### src/hdl/pfba_pkg.sv
// Package with sizes, codes and state type of the page frame bitmap allocator.
`timescale 1ns / 1ps
`default_nettype none
package pfba_pkg;
  localparam int NUM_FRAMES  = 4096;
  localparam int PAGE_SHIFT  = 12;
  localparam int MAX_RUN     = 256;
  localparam int WORD_BITS   = 32;
  localparam int WORD_SHIFT  = 5;
  localparam int NUM_WORDS   = NUM_FRAMES / WORD_BITS;
  localparam int WADDR_W     = $clog2(NUM_WORDS);
  localparam int FRAME_W     = $clog2(NUM_FRAMES);
  localparam int COUNT_W     = FRAME_W + 1;

  localparam logic [1:0] MODE_FREE  = 2'd0;
  localparam logic [1:0] MODE_USED  = 2'd1;
  localparam logic [1:0] MODE_ALLOC = 2'd2;

  typedef enum logic [2:0] {
    ST_CLR, ST_IDLE, ST_SRD, ST_SCHK, ST_MRD, ST_MWR
  } pfba_state_t;
endpackage
`default_nettype wire

### src/hdl/page_frame_bitmap_allocator.sv
// Top level of the page frame bitmap allocator: usage map memory and its sequencer.
`timescale 1ns / 1ps
`default_nettype none
// Usage map is a 128 x 32-bit synchronous memory read and written one word at a time.
// After reset a clearing pass marks every frame used; busy stays high.
// Region ops read then write each map word touched; a free then also marks frame 0 used in a
// fixup pass. Allocation reads a word and checks it a byte at a time (skipping a fully used
// word at once) up to the limit, then marks the run per word. A result appears on out_valid for
// exactly one cycle; the receiver cannot stall, and the next start is taken once busy is low.
module page_frame_bitmap_allocator (
  input  wire logic                          clk,
  input  wire logic                          rst_n,
  input  wire logic                          start,
  output logic                               busy,
  input  wire logic [1:0]                    in_mode,
  input  wire logic [31:0]                   in_region_address,
  input  wire logic [31:0]                   in_region_length,
  input  wire logic [8:0]                    in_run_frames,
  input  wire logic                          cfg_we,
  input  wire logic [pfba_pkg::COUNT_W-1:0]  cfg_wdata,
  output logic                               out_valid,
  output logic                               out_granted,
  output logic [23:0]                        out_run_address,
  output logic [pfba_pkg::COUNT_W-1:0]       out_frames_in_use
);
  import pfba_pkg::*;

  logic [WORD_BITS-1:0] mem [NUM_WORDS];
  logic [WORD_BITS-1:0] mem_q_r;
  logic                 mem_we, mem_re;
  logic [WADDR_W-1:0]   mem_wa, mem_ra;
  logic [WORD_BITS-1:0] mem_wd;

  pfba_state_t          state_r, state_nxt;
  logic [COUNT_W-1:0]   maxf_r;
  logic [COUNT_W-1:0]   cnt_r, cnt_nxt;
  logic [WADDR_W-1:0]   w_r, w_nxt;
  logic [1:0]           sub_r, sub_nxt;
  logic [8:0]           run_r, run_nxt;
  logic [8:0]           size_r, size_nxt;
  logic [COUNT_W-1:0]   lo_r, lo_nxt, hi_r, hi_nxt;
  logic                 val_r, val_nxt, fix0_r, fix0_nxt;
  logic [23:0]          raddr_r, raddr_nxt;
  logic                 ov_r, ov_nxt, og_r, og_nxt;
  logic [23:0]          oa_r, oa_nxt;

  logic [COUNT_W-1:0]   lim;
  logic [19:0]          first;
  logic [20:0]          endf;
  logic [COUNT_W-1:0]   endc, kf;
  logic                 nonempty;
  logic [COUNT_W:0]     sum;
  logic [8:0]           run_v;
  logic                 hit, stop;
  logic [FRAME_W-1:0]   hit_f, fb;
  logic [COUNT_W-1:0]   hit_lo;
  logic [WORD_BITS-1:0] msk;

  assign lim = (maxf_r > COUNT_W'(NUM_FRAMES)) ? COUNT_W'(NUM_FRAMES) : maxf_r;
  assign first = in_region_address[31:PAGE_SHIFT];
  assign endf = {1'b0, first} + {1'b0, in_region_length[31:PAGE_SHIFT]};
  assign endc = (endf > {8'd0, lim}) ? lim : endf[COUNT_W-1:0];
  assign nonempty = {7'd0, endc} > first;
  assign kf = endc - first[COUNT_W-1:0];

  always_comb begin
    run_v = run_r;
    hit = 1'b0;
    stop = 1'b0;
    hit_f = '0;
    fb = '0;
    for (int j = 0; j < 8; j++) begin
      fb = {w_r, sub_r, 3'(j)};
      if (!hit && !stop) begin
        if ({1'b0, fb} >= lim) begin
          stop = 1'b1;
        end else if (mem_q_r[{sub_r, 3'(j)}]) begin
          run_v = '0;
        end else begin
          run_v = run_v + 9'd1;
          if (run_v == size_r) begin
            hit = 1'b1;
            hit_f = fb;
          end
        end
      end
    end
    hit_lo = {1'b0, hit_f} + COUNT_W'(1) - {4'd0, size_r};
    for (int j = 0; j < WORD_BITS; j++) begin
      msk[j] = ({1'b0, w_r, 5'(j)} >= lo_r) && ({1'b0, w_r, 5'(j)} < hi_r);
    end
  end

  always_comb begin
    state_nxt = state_r;
    cnt_nxt = cnt_r;
    w_nxt = w_r;
    sub_nxt = sub_r;
    run_nxt = run_r;
    size_nxt = size_r;
    lo_nxt = lo_r;
    hi_nxt = hi_r;
    val_nxt = val_r;
    fix0_nxt = fix0_r;
    raddr_nxt = raddr_r;
    ov_nxt = 1'b0;
    og_nxt = og_r;
    oa_nxt = oa_r;
    mem_we = 1'b0;
    mem_wa = w_r;
    mem_wd = '1;
    mem_re = 1'b0;
    mem_ra = w_r;
    sum = '0;
    unique case (state_r)
      ST_CLR: begin
        mem_we = 1'b1;
        w_nxt = w_r + WADDR_W'(1);
        if (w_r == WADDR_W'(NUM_WORDS - 1)) state_nxt = ST_IDLE;
      end
      ST_IDLE: begin
        if (start) begin
          raddr_nxt = '0;
          size_nxt = in_run_frames;
          case (in_mode) inside
            MODE_FREE, MODE_USED: begin
              val_nxt = (in_mode == MODE_USED);
              fix0_nxt = (in_mode == MODE_FREE) && nonempty;
              if (nonempty) begin
                lo_nxt = first[COUNT_W-1:0];
                hi_nxt = endc;
                w_nxt = first[FRAME_W-1:WORD_SHIFT];
                state_nxt = ST_MRD;
                if (in_mode == MODE_USED) begin
                  sum = {1'b0, cnt_r} + {1'b0, kf};
                  if (cnt_r < lim) cnt_nxt = (sum > {1'b0, lim}) ? lim : sum[COUNT_W-1:0];
                end else begin
                  cnt_nxt = (cnt_r > kf) ? cnt_r - kf : '0;
                end
              end else if (in_mode == MODE_FREE) begin
                lo_nxt = '0;
                hi_nxt = COUNT_W'(1);
                val_nxt = 1'b1;
                w_nxt = '0;
                state_nxt = ST_MRD;
              end else begin
                ov_nxt = 1'b1;
                og_nxt = 1'b1;
                oa_nxt = '0;
              end
            end
            MODE_ALLOC: begin
              if (in_run_frames == 9'd0 || in_run_frames > 9'(MAX_RUN) || cnt_r >= lim ||
                  (lim - cnt_r) < {4'd0, in_run_frames}) begin
                ov_nxt = 1'b1;
                og_nxt = 1'b0;
                oa_nxt = '0;
              end else begin
                w_nxt = '0;
                sub_nxt = '0;
                run_nxt = '0;
                state_nxt = ST_SRD;
              end
            end
            default: begin
              ov_nxt = 1'b1;
              og_nxt = 1'b0;
              oa_nxt = '0;
            end
          endcase
        end
      end
      ST_SRD: begin
        mem_re = 1'b1;
        sub_nxt = '0;
        state_nxt = ST_SCHK;
      end
      ST_SCHK: begin
        if (sub_r == 2'd0 && (&mem_q_r) && ({1'b0, w_r, 5'd31} < lim)) begin
          if (w_r == WADDR_W'(NUM_WORDS - 1)) begin
            ov_nxt = 1'b1;
            og_nxt = 1'b0;
            oa_nxt = '0;
            state_nxt = ST_IDLE;
          end else begin
            run_nxt = '0;
            w_nxt = w_r + WADDR_W'(1);
            state_nxt = ST_SRD;
          end
        end else if (hit) begin
          cnt_nxt = cnt_r + {4'd0, size_r};
          lo_nxt = hit_lo;
          hi_nxt = {1'b0, hit_f} + COUNT_W'(1);
          val_nxt = 1'b1;
          fix0_nxt = 1'b0;
          raddr_nxt = {hit_lo[FRAME_W-1:0], 12'd0};
          w_nxt = hit_lo[FRAME_W-1:WORD_SHIFT];
          state_nxt = ST_MRD;
        end else if (stop || (w_r == WADDR_W'(NUM_WORDS - 1) && sub_r == 2'd3)) begin
          ov_nxt = 1'b1;
          og_nxt = 1'b0;
          oa_nxt = '0;
          state_nxt = ST_IDLE;
        end else begin
          run_nxt = run_v;
          sub_nxt = sub_r + 2'd1;
          if (sub_r == 2'd3) begin
            w_nxt = w_r + WADDR_W'(1);
            state_nxt = ST_SRD;
          end
        end
      end
      ST_MRD: begin
        mem_re = 1'b1;
        state_nxt = ST_MWR;
      end
      ST_MWR: begin
        mem_we = 1'b1;
        mem_wd = val_r ? (mem_q_r | msk) : (mem_q_r & ~msk);
        if ({({1'b0, w_r} + 8'd1), 5'd0} >= hi_r) begin
          if (fix0_r) begin
            fix0_nxt = 1'b0;
            lo_nxt = '0;
            hi_nxt = COUNT_W'(1);
            val_nxt = 1'b1;
            w_nxt = '0;
            state_nxt = ST_MRD;
          end else begin
            ov_nxt = 1'b1;
            og_nxt = 1'b1;
            oa_nxt = raddr_r;
            state_nxt = ST_IDLE;
          end
        end else begin
          w_nxt = w_r + WADDR_W'(1);
          state_nxt = ST_MRD;
        end
      end
      default: state_nxt = ST_IDLE;
    endcase
  end

  always_ff @(posedge clk) begin
    if (mem_we) mem[mem_wa] <= mem_wd;
    if (mem_re) mem_q_r <= mem[mem_ra];
  end

  always_ff @(posedge clk) begin
    if (!rst_n) begin
      state_r <= ST_CLR;
      maxf_r <= COUNT_W'(NUM_FRAMES);
      cnt_r <= COUNT_W'(NUM_FRAMES);
      w_r <= '0;
      ov_r <= 1'b0;
      fix0_r <= 1'b0;
    end else begin
      state_r <= state_nxt;
      if (cfg_we) maxf_r <= cfg_wdata;
      cnt_r <= cnt_nxt;
      w_r <= w_nxt;
      ov_r <= ov_nxt;
      fix0_r <= fix0_nxt;
    end
  end

  always_ff @(posedge clk) begin
    sub_r <= sub_nxt;
    run_r <= run_nxt;
    size_r <= size_nxt;
    lo_r <= lo_nxt;
    hi_r <= hi_nxt;
    val_r <= val_nxt;
    raddr_r <= raddr_nxt;
    og_r <= og_nxt;
    oa_r <= oa_nxt;
  end

  assign busy = (state_r != ST_IDLE);
  assign out_valid = ov_r;
  assign out_granted = og_r;
  assign out_run_address = oa_r;
  assign out_frames_in_use = cnt_r;

`ifndef ASSERT_OFF
  a_clr_after_rst: assert property (@(posedge clk) !rst_n |=> busy)
    else $error("clearing pass not entered after reset");
  a_fail_addr: assert property (@(posedge clk) disable iff (!rst_n)
    out_valid && !out_granted |-> out_run_address == '0)
    else $error("failed result carries an address");
  a_cnt_bound: assert property (@(posedge clk) disable iff (!rst_n)
    out_valid |-> out_frames_in_use <= COUNT_W'(NUM_FRAMES))
    else $error("frame counter out of range");
  a_result_idle: assert property (@(posedge clk) disable iff (!rst_n)
    out_valid |-> !busy)
    else $error("result strobe while busy");
`endif
endmodule
`default_nettype wire
### config.mk
export PLATFORM = sky130hd
export DESIGN_NAME = page_frame_bitmap_allocator
export DESIGN_NICKNAME = d
export VERILOG_FILES = /design/src/hdl/pfba_pkg.sv /design/src/hdl/page_frame_bitmap_allocator.sv
export SDC_FILE = /design/constraint.sdc
export NUM_CORES = 2
export LEC_CHECK = 0
export ABC_AREA = 1
export BUFFER_PORTS_ARGS = -buffer_cell sky130_fd_sc_hd__buf_4
export CORE_MARGIN = 10
export CORE_UTILIZATION = 35
export DETAILED_ROUTE_END_ITERATION = 6
export MAX_ROUTING_LAYER = met4
export SLEW_MARGIN = 10
export SYNTH_ARGS = -nofsm -noshare
export SYNTH_HDL_FRONTEND = slang
export SYNTH_SLANG_ARGS = --single-unit
### constraint.sdc
create_clock -name clk -period 33 [get_ports clk]
set_input_delay 4.95 -clock clk [delete_from_list [all_inputs] [get_ports clk]]
set_output_delay 4.95 -clock clk [all_outputs]
set_load 0.01 [all_outputs]
==> run_results.csv <==
group,metric,value,unit
power_and_ir_drop,pwr_density_cell,71.65,mW/mm2
clocking,post_cts_hold_buffer_count,0,
layout,final_util,0.4028,
timing,setup_tns,0,ps
global_route,vias_in_the_first_global_route,98579,
timing,final_hold_viol_count,0,
power_and_ir_drop,cell_internal_pwr,9.271,mW
timing,timing.max_slew.rel_slack,0.05189,
synthesis,synthCells,11393,
clocking,ctsResizeCount,0,
synthesis,synthesis.area,0.1673,mm2
global_route,globalRouteTotalUtil,0.2043,
timing,timing.clock.skew,139.3,ps
layout,fill_cells,43322,
timing,max_clock_freq,69.70,MHz
detailed_routing,drc_errors_left,1,
synthesis,number_of_synthesized_flops_with_an_enable_pin,4200,
job,maxCapViolations,0,
global_route,grt-ovfl-total,0,
clocking,cts.clk_slew.worst_paths,60,ps
timing,finalHoldWorstSlack,488.0,ps
floorplan,die_ar,0.5061,mm2
synthesis,synth.yosys.warnings,0,
place,gp_congestion,0.9284,
detailed_routing,vias,105233,
power_and_ir_drop,leakage_dissipation,70.58,nW
outcome,violations,"DRC",
clocking,root_buffer,"sky130_fd_sc_hd__clkbuf_16",
layout,area_growth,14.48,%
detailed_routing,avgRoutedWirePerCell,28.63,um
synthesis,ys_types,75,
layout,sequential_cell_area,0.1269,mm2
layout,fin_nets,11969,
min_path,timing.hold.worst.class,"reg -> reg",
setup_path,cp_slowest_cell,"sky130_fd_sc_hd__inv_1",
place,dp_hpwl,301400,um
timing,report.final.setup_viol,0,
detailed_routing,drt-initial-drc-count,13963,
global_route,grt_max_degree,102,
clocking,tritoncts,"yes",
power_and_ir_drop,power.net_switching,4.451,mW
floorplan,floorplan.io_pins,132,
timing,layout_min_cycle_time,14350,ps
place,number_of_input_and_output_port_buffers_inserted,95,
clocking,cts-buffers-inserted,401,
power_and_ir_drop,swShare,0.3244,
timing,period_share,0.4348,
power_and_ir_drop,fin_total_pwr,13.72,mW
floorplan,design.core.area,0.4755,mm2
layout,multi_input_logic_area,0.03772,mm2
synthesis,post_synthesis_mean_instance_area,14.68,um2
clocking,clock-sinks,4238,
synthesis,synthFlopType,"sky130_fd_sc_hd__edfxtp_1",
clocking,clock_path_buffers,4,
outcome,outcome,"finished, violations left",
clocking,h-tree-depth,5,
setup_path,timing.critical_path.arrival,15150,ps
synthesis,seq_area_frac_synth,0.7584,
synthesis,yosys_register_bits,4238,
detailed_routing,antenna_left,0,
power_and_ir_drop,power_frac_seq,0.436,
layout,fraction_of_final_layout_cells_with_drive_strength_greater_than_1,0.1147,
global_route,antenna_found_initial,19,
floorplan,die_h,711.4,um
setup_path,worstSetupStartpointType,"input port",
clocking,insertion_delay,1040,ps
floorplan,fp-row-count,253,
setup_path,path_class,"in -> reg",
setup_path,critical_path.max_stage_delay,520,ps
place,dp_cells,17667,
clocking,cts_post_setup_buffers_inserted,0,
global_route,global_route_wire_length_before_repair,742400,um
power_and_ir_drop,worst_vdd_drop,0.06343,mV
setup_path,critPathCaptureType,"flop",
detailed_routing,via_per_inst,5.713,
timing,worst_slew_pin_slew,1422,ps
setup_path,crit_required,33800,ps
timing,slew_violations,0,
power_and_ir_drop,power.share.combinational,0.224,
detailed_routing,routed_wirelength,527300,um
detailed_routing,detailedRoute.firstPassIterationCount,7,
setup_path,crit_fanout,18,
timing,unrepaired_setup_endpoints_after_global_routing,"false",
synthesis,async_flop_share,0,
power_and_ir_drop,clkPwrFrac,0.340,
floorplan,initial_utilization,0.3519,
layout,layoutNonFillerInstCount,18420,
floorplan,chipWidth,711.4,um
critical path, delay by kind of cell:
kind            cells  cell delay (ps)
compound gates     24             4090
buf+inv             8             1360
simple gates       14             1720
fa+ha+maj           6             2090
xor+xnor            3              910
final timing paths:
path | to | startpoint | cells after the start | slack, ps
worst max-delay path | out_frames_in_use[6] | in_region_address[12] | 55 | 18650
worst max register to register | lo_r[9] | maxf_r[12] | 82 | 18960
worst min-delay path | fix0_r | fix0_r | 2 | 490
worst min register to register | fix0_r | fix0_r | 2 | 490
power groups by stage:
stage	registers, mW	clock network (mW)	logic, mW
6_report	5.99	4.66	3.07
4_1_cts	5.98	4.70	2.99
3_5_place_dp	6.10	0	2.99
3_3_place_gp	6.10	0	2.98
5_1_grt	5.99	4.91	3.21
2_1_floorplan	6.08	0	1.56
metrics by stage:
stage	cell area, um2	setup slack (ps)
floorplan	167300	20100
global placement	178200	17840
detailed placement	178200	17860
CTS	191500	18840
global route	191500	17720
finish	191500	18650
layer usage:
layer	vias up	part of all wire	global-route usage
met5	-	0	-
met1	53756	0.41	0.2785
met3	880	0.10	0.03648
met2	5546	0.45	0.3088
li1	45051	-	-
met4	0	0.039	0.07035
cell families (layout without fill, tap and decap cells):
| kind of cell | Yosys count | after routing | synth area share |
|---|---|---|---|
| other | 1 | 20 | 0.00002241 |
| buffers and inverters | 1081 | 1714 | 0.02480 |
| AND/OR/NAND/NOR | 3378 | 3378 | 0.08946 |
| XOR/XNOR | 75 | 75 | 0.003971 |
| adder cells (fa/ha/maj) | 179 | 179 | 0.01370 |
| AO/OA/AOI/OAI | 2441 | 2441 | 0.1097 |
| flip-flops | 4238 | 4238 | 0.7584 |
cells in the mapped netlist, drive strengths merged, types with 19 or more instances:
| library cell | count | area (um2) |
|---|---|---|
| nor3 | 36 | 185.2 |
| nand4 | 521 | 3323 |
| dfxtp | 38 | 760.7 |
| a21oi | 338 | 1695 |
| edfxtp | 4200 | 126100 |
| a41oi | 20 | 175.2 |
| xnor2 | 19 | 166.4 |
| o21ai | 201 | 1055 |
| buf | 165 | 705.7 |
| clkbuf | 417 | 1565 |
| a221oi | 481 | 4213 |
| a31oi | 31 | 193.9 |
| a211oi | 20 | 150.1 |
| o2111ai | 19 | 166.4 |
| a22oi | 706 | 5300 |
| nand3 | 316 | 1707 |
| o211ai | 27 | 202.7 |
| nor2 | 493 | 1959 |
| xor2 | 56 | 498.0 |
| o21bai | 20 | 150.1 |
| inv | 482 | 1814 |
| ha | 172 | 2152 |
| nand2 | 1968 | 7502 |
| a22o | 471 | 4125 |
cells in the final DEF (no fill, tap or decap), types with 86 or more instances in the layout:
| cell | count |
|---|---|
| sky130_fd_sc_hd__nand3_1 | 303 |
| sky130_fd_sc_hd__a22oi_1 | 706 |
| sky130_fd_sc_hd__edfxtp_1 | 4200 |
| sky130_fd_sc_hd__ha_1 | 172 |
| sky130_fd_sc_hd__nor2_4 | 139 |
| sky130_fd_sc_hd__o21ai_0 | 149 |
| sky130_fd_sc_hd__nand2_1 | 1920 |
| sky130_fd_sc_hd__clkinv_1 | 107 |
| sky130_fd_sc_hd__clkbuf_16 | 402 |
| sky130_fd_sc_hd__nor2_1 | 329 |
| sky130_fd_sc_hd__clkinv_2 | 86 |
| sky130_fd_sc_hd__a22o_1 | 471 |
| sky130_fd_sc_hd__buf_4 | 450 |
| sky130_fd_sc_hd__nand4_1 | 515 |
| sky130_fd_sc_hd__inv_1 | 455 |
| sky130_fd_sc_hd__a221oi_1 | 478 |
| sky130_fd_sc_hd__a21oi_1 | 335 |
area by class of cell:
class                           instances  area share
Timing Repair Buffer                  473     0.01995
Inverter                              499    0.009819
Clock buffer                          473     0.05391
Sequential cell                      4238      0.6625
Tap cell                             6375     0.04165
Antenna cell                            8   0.0001045
Clock inverter                        269     0.01514
Multi-Input combinational cell       6085      0.1970
flip-flops by register name, summed over array words and instances, names as in the netlist, 12 cells and up:
| signal | count |
|---|---|
| mem | 4096 |
| mem_q_r | 32 |
| hi_r | 13 |
| lo_r | 13 |
| maxf_r | 13 |
| out_frames_in_use | 13 |
| out_run_address | 12 |
| raddr_r | 12 |
(Power assumes the default switching activity.)
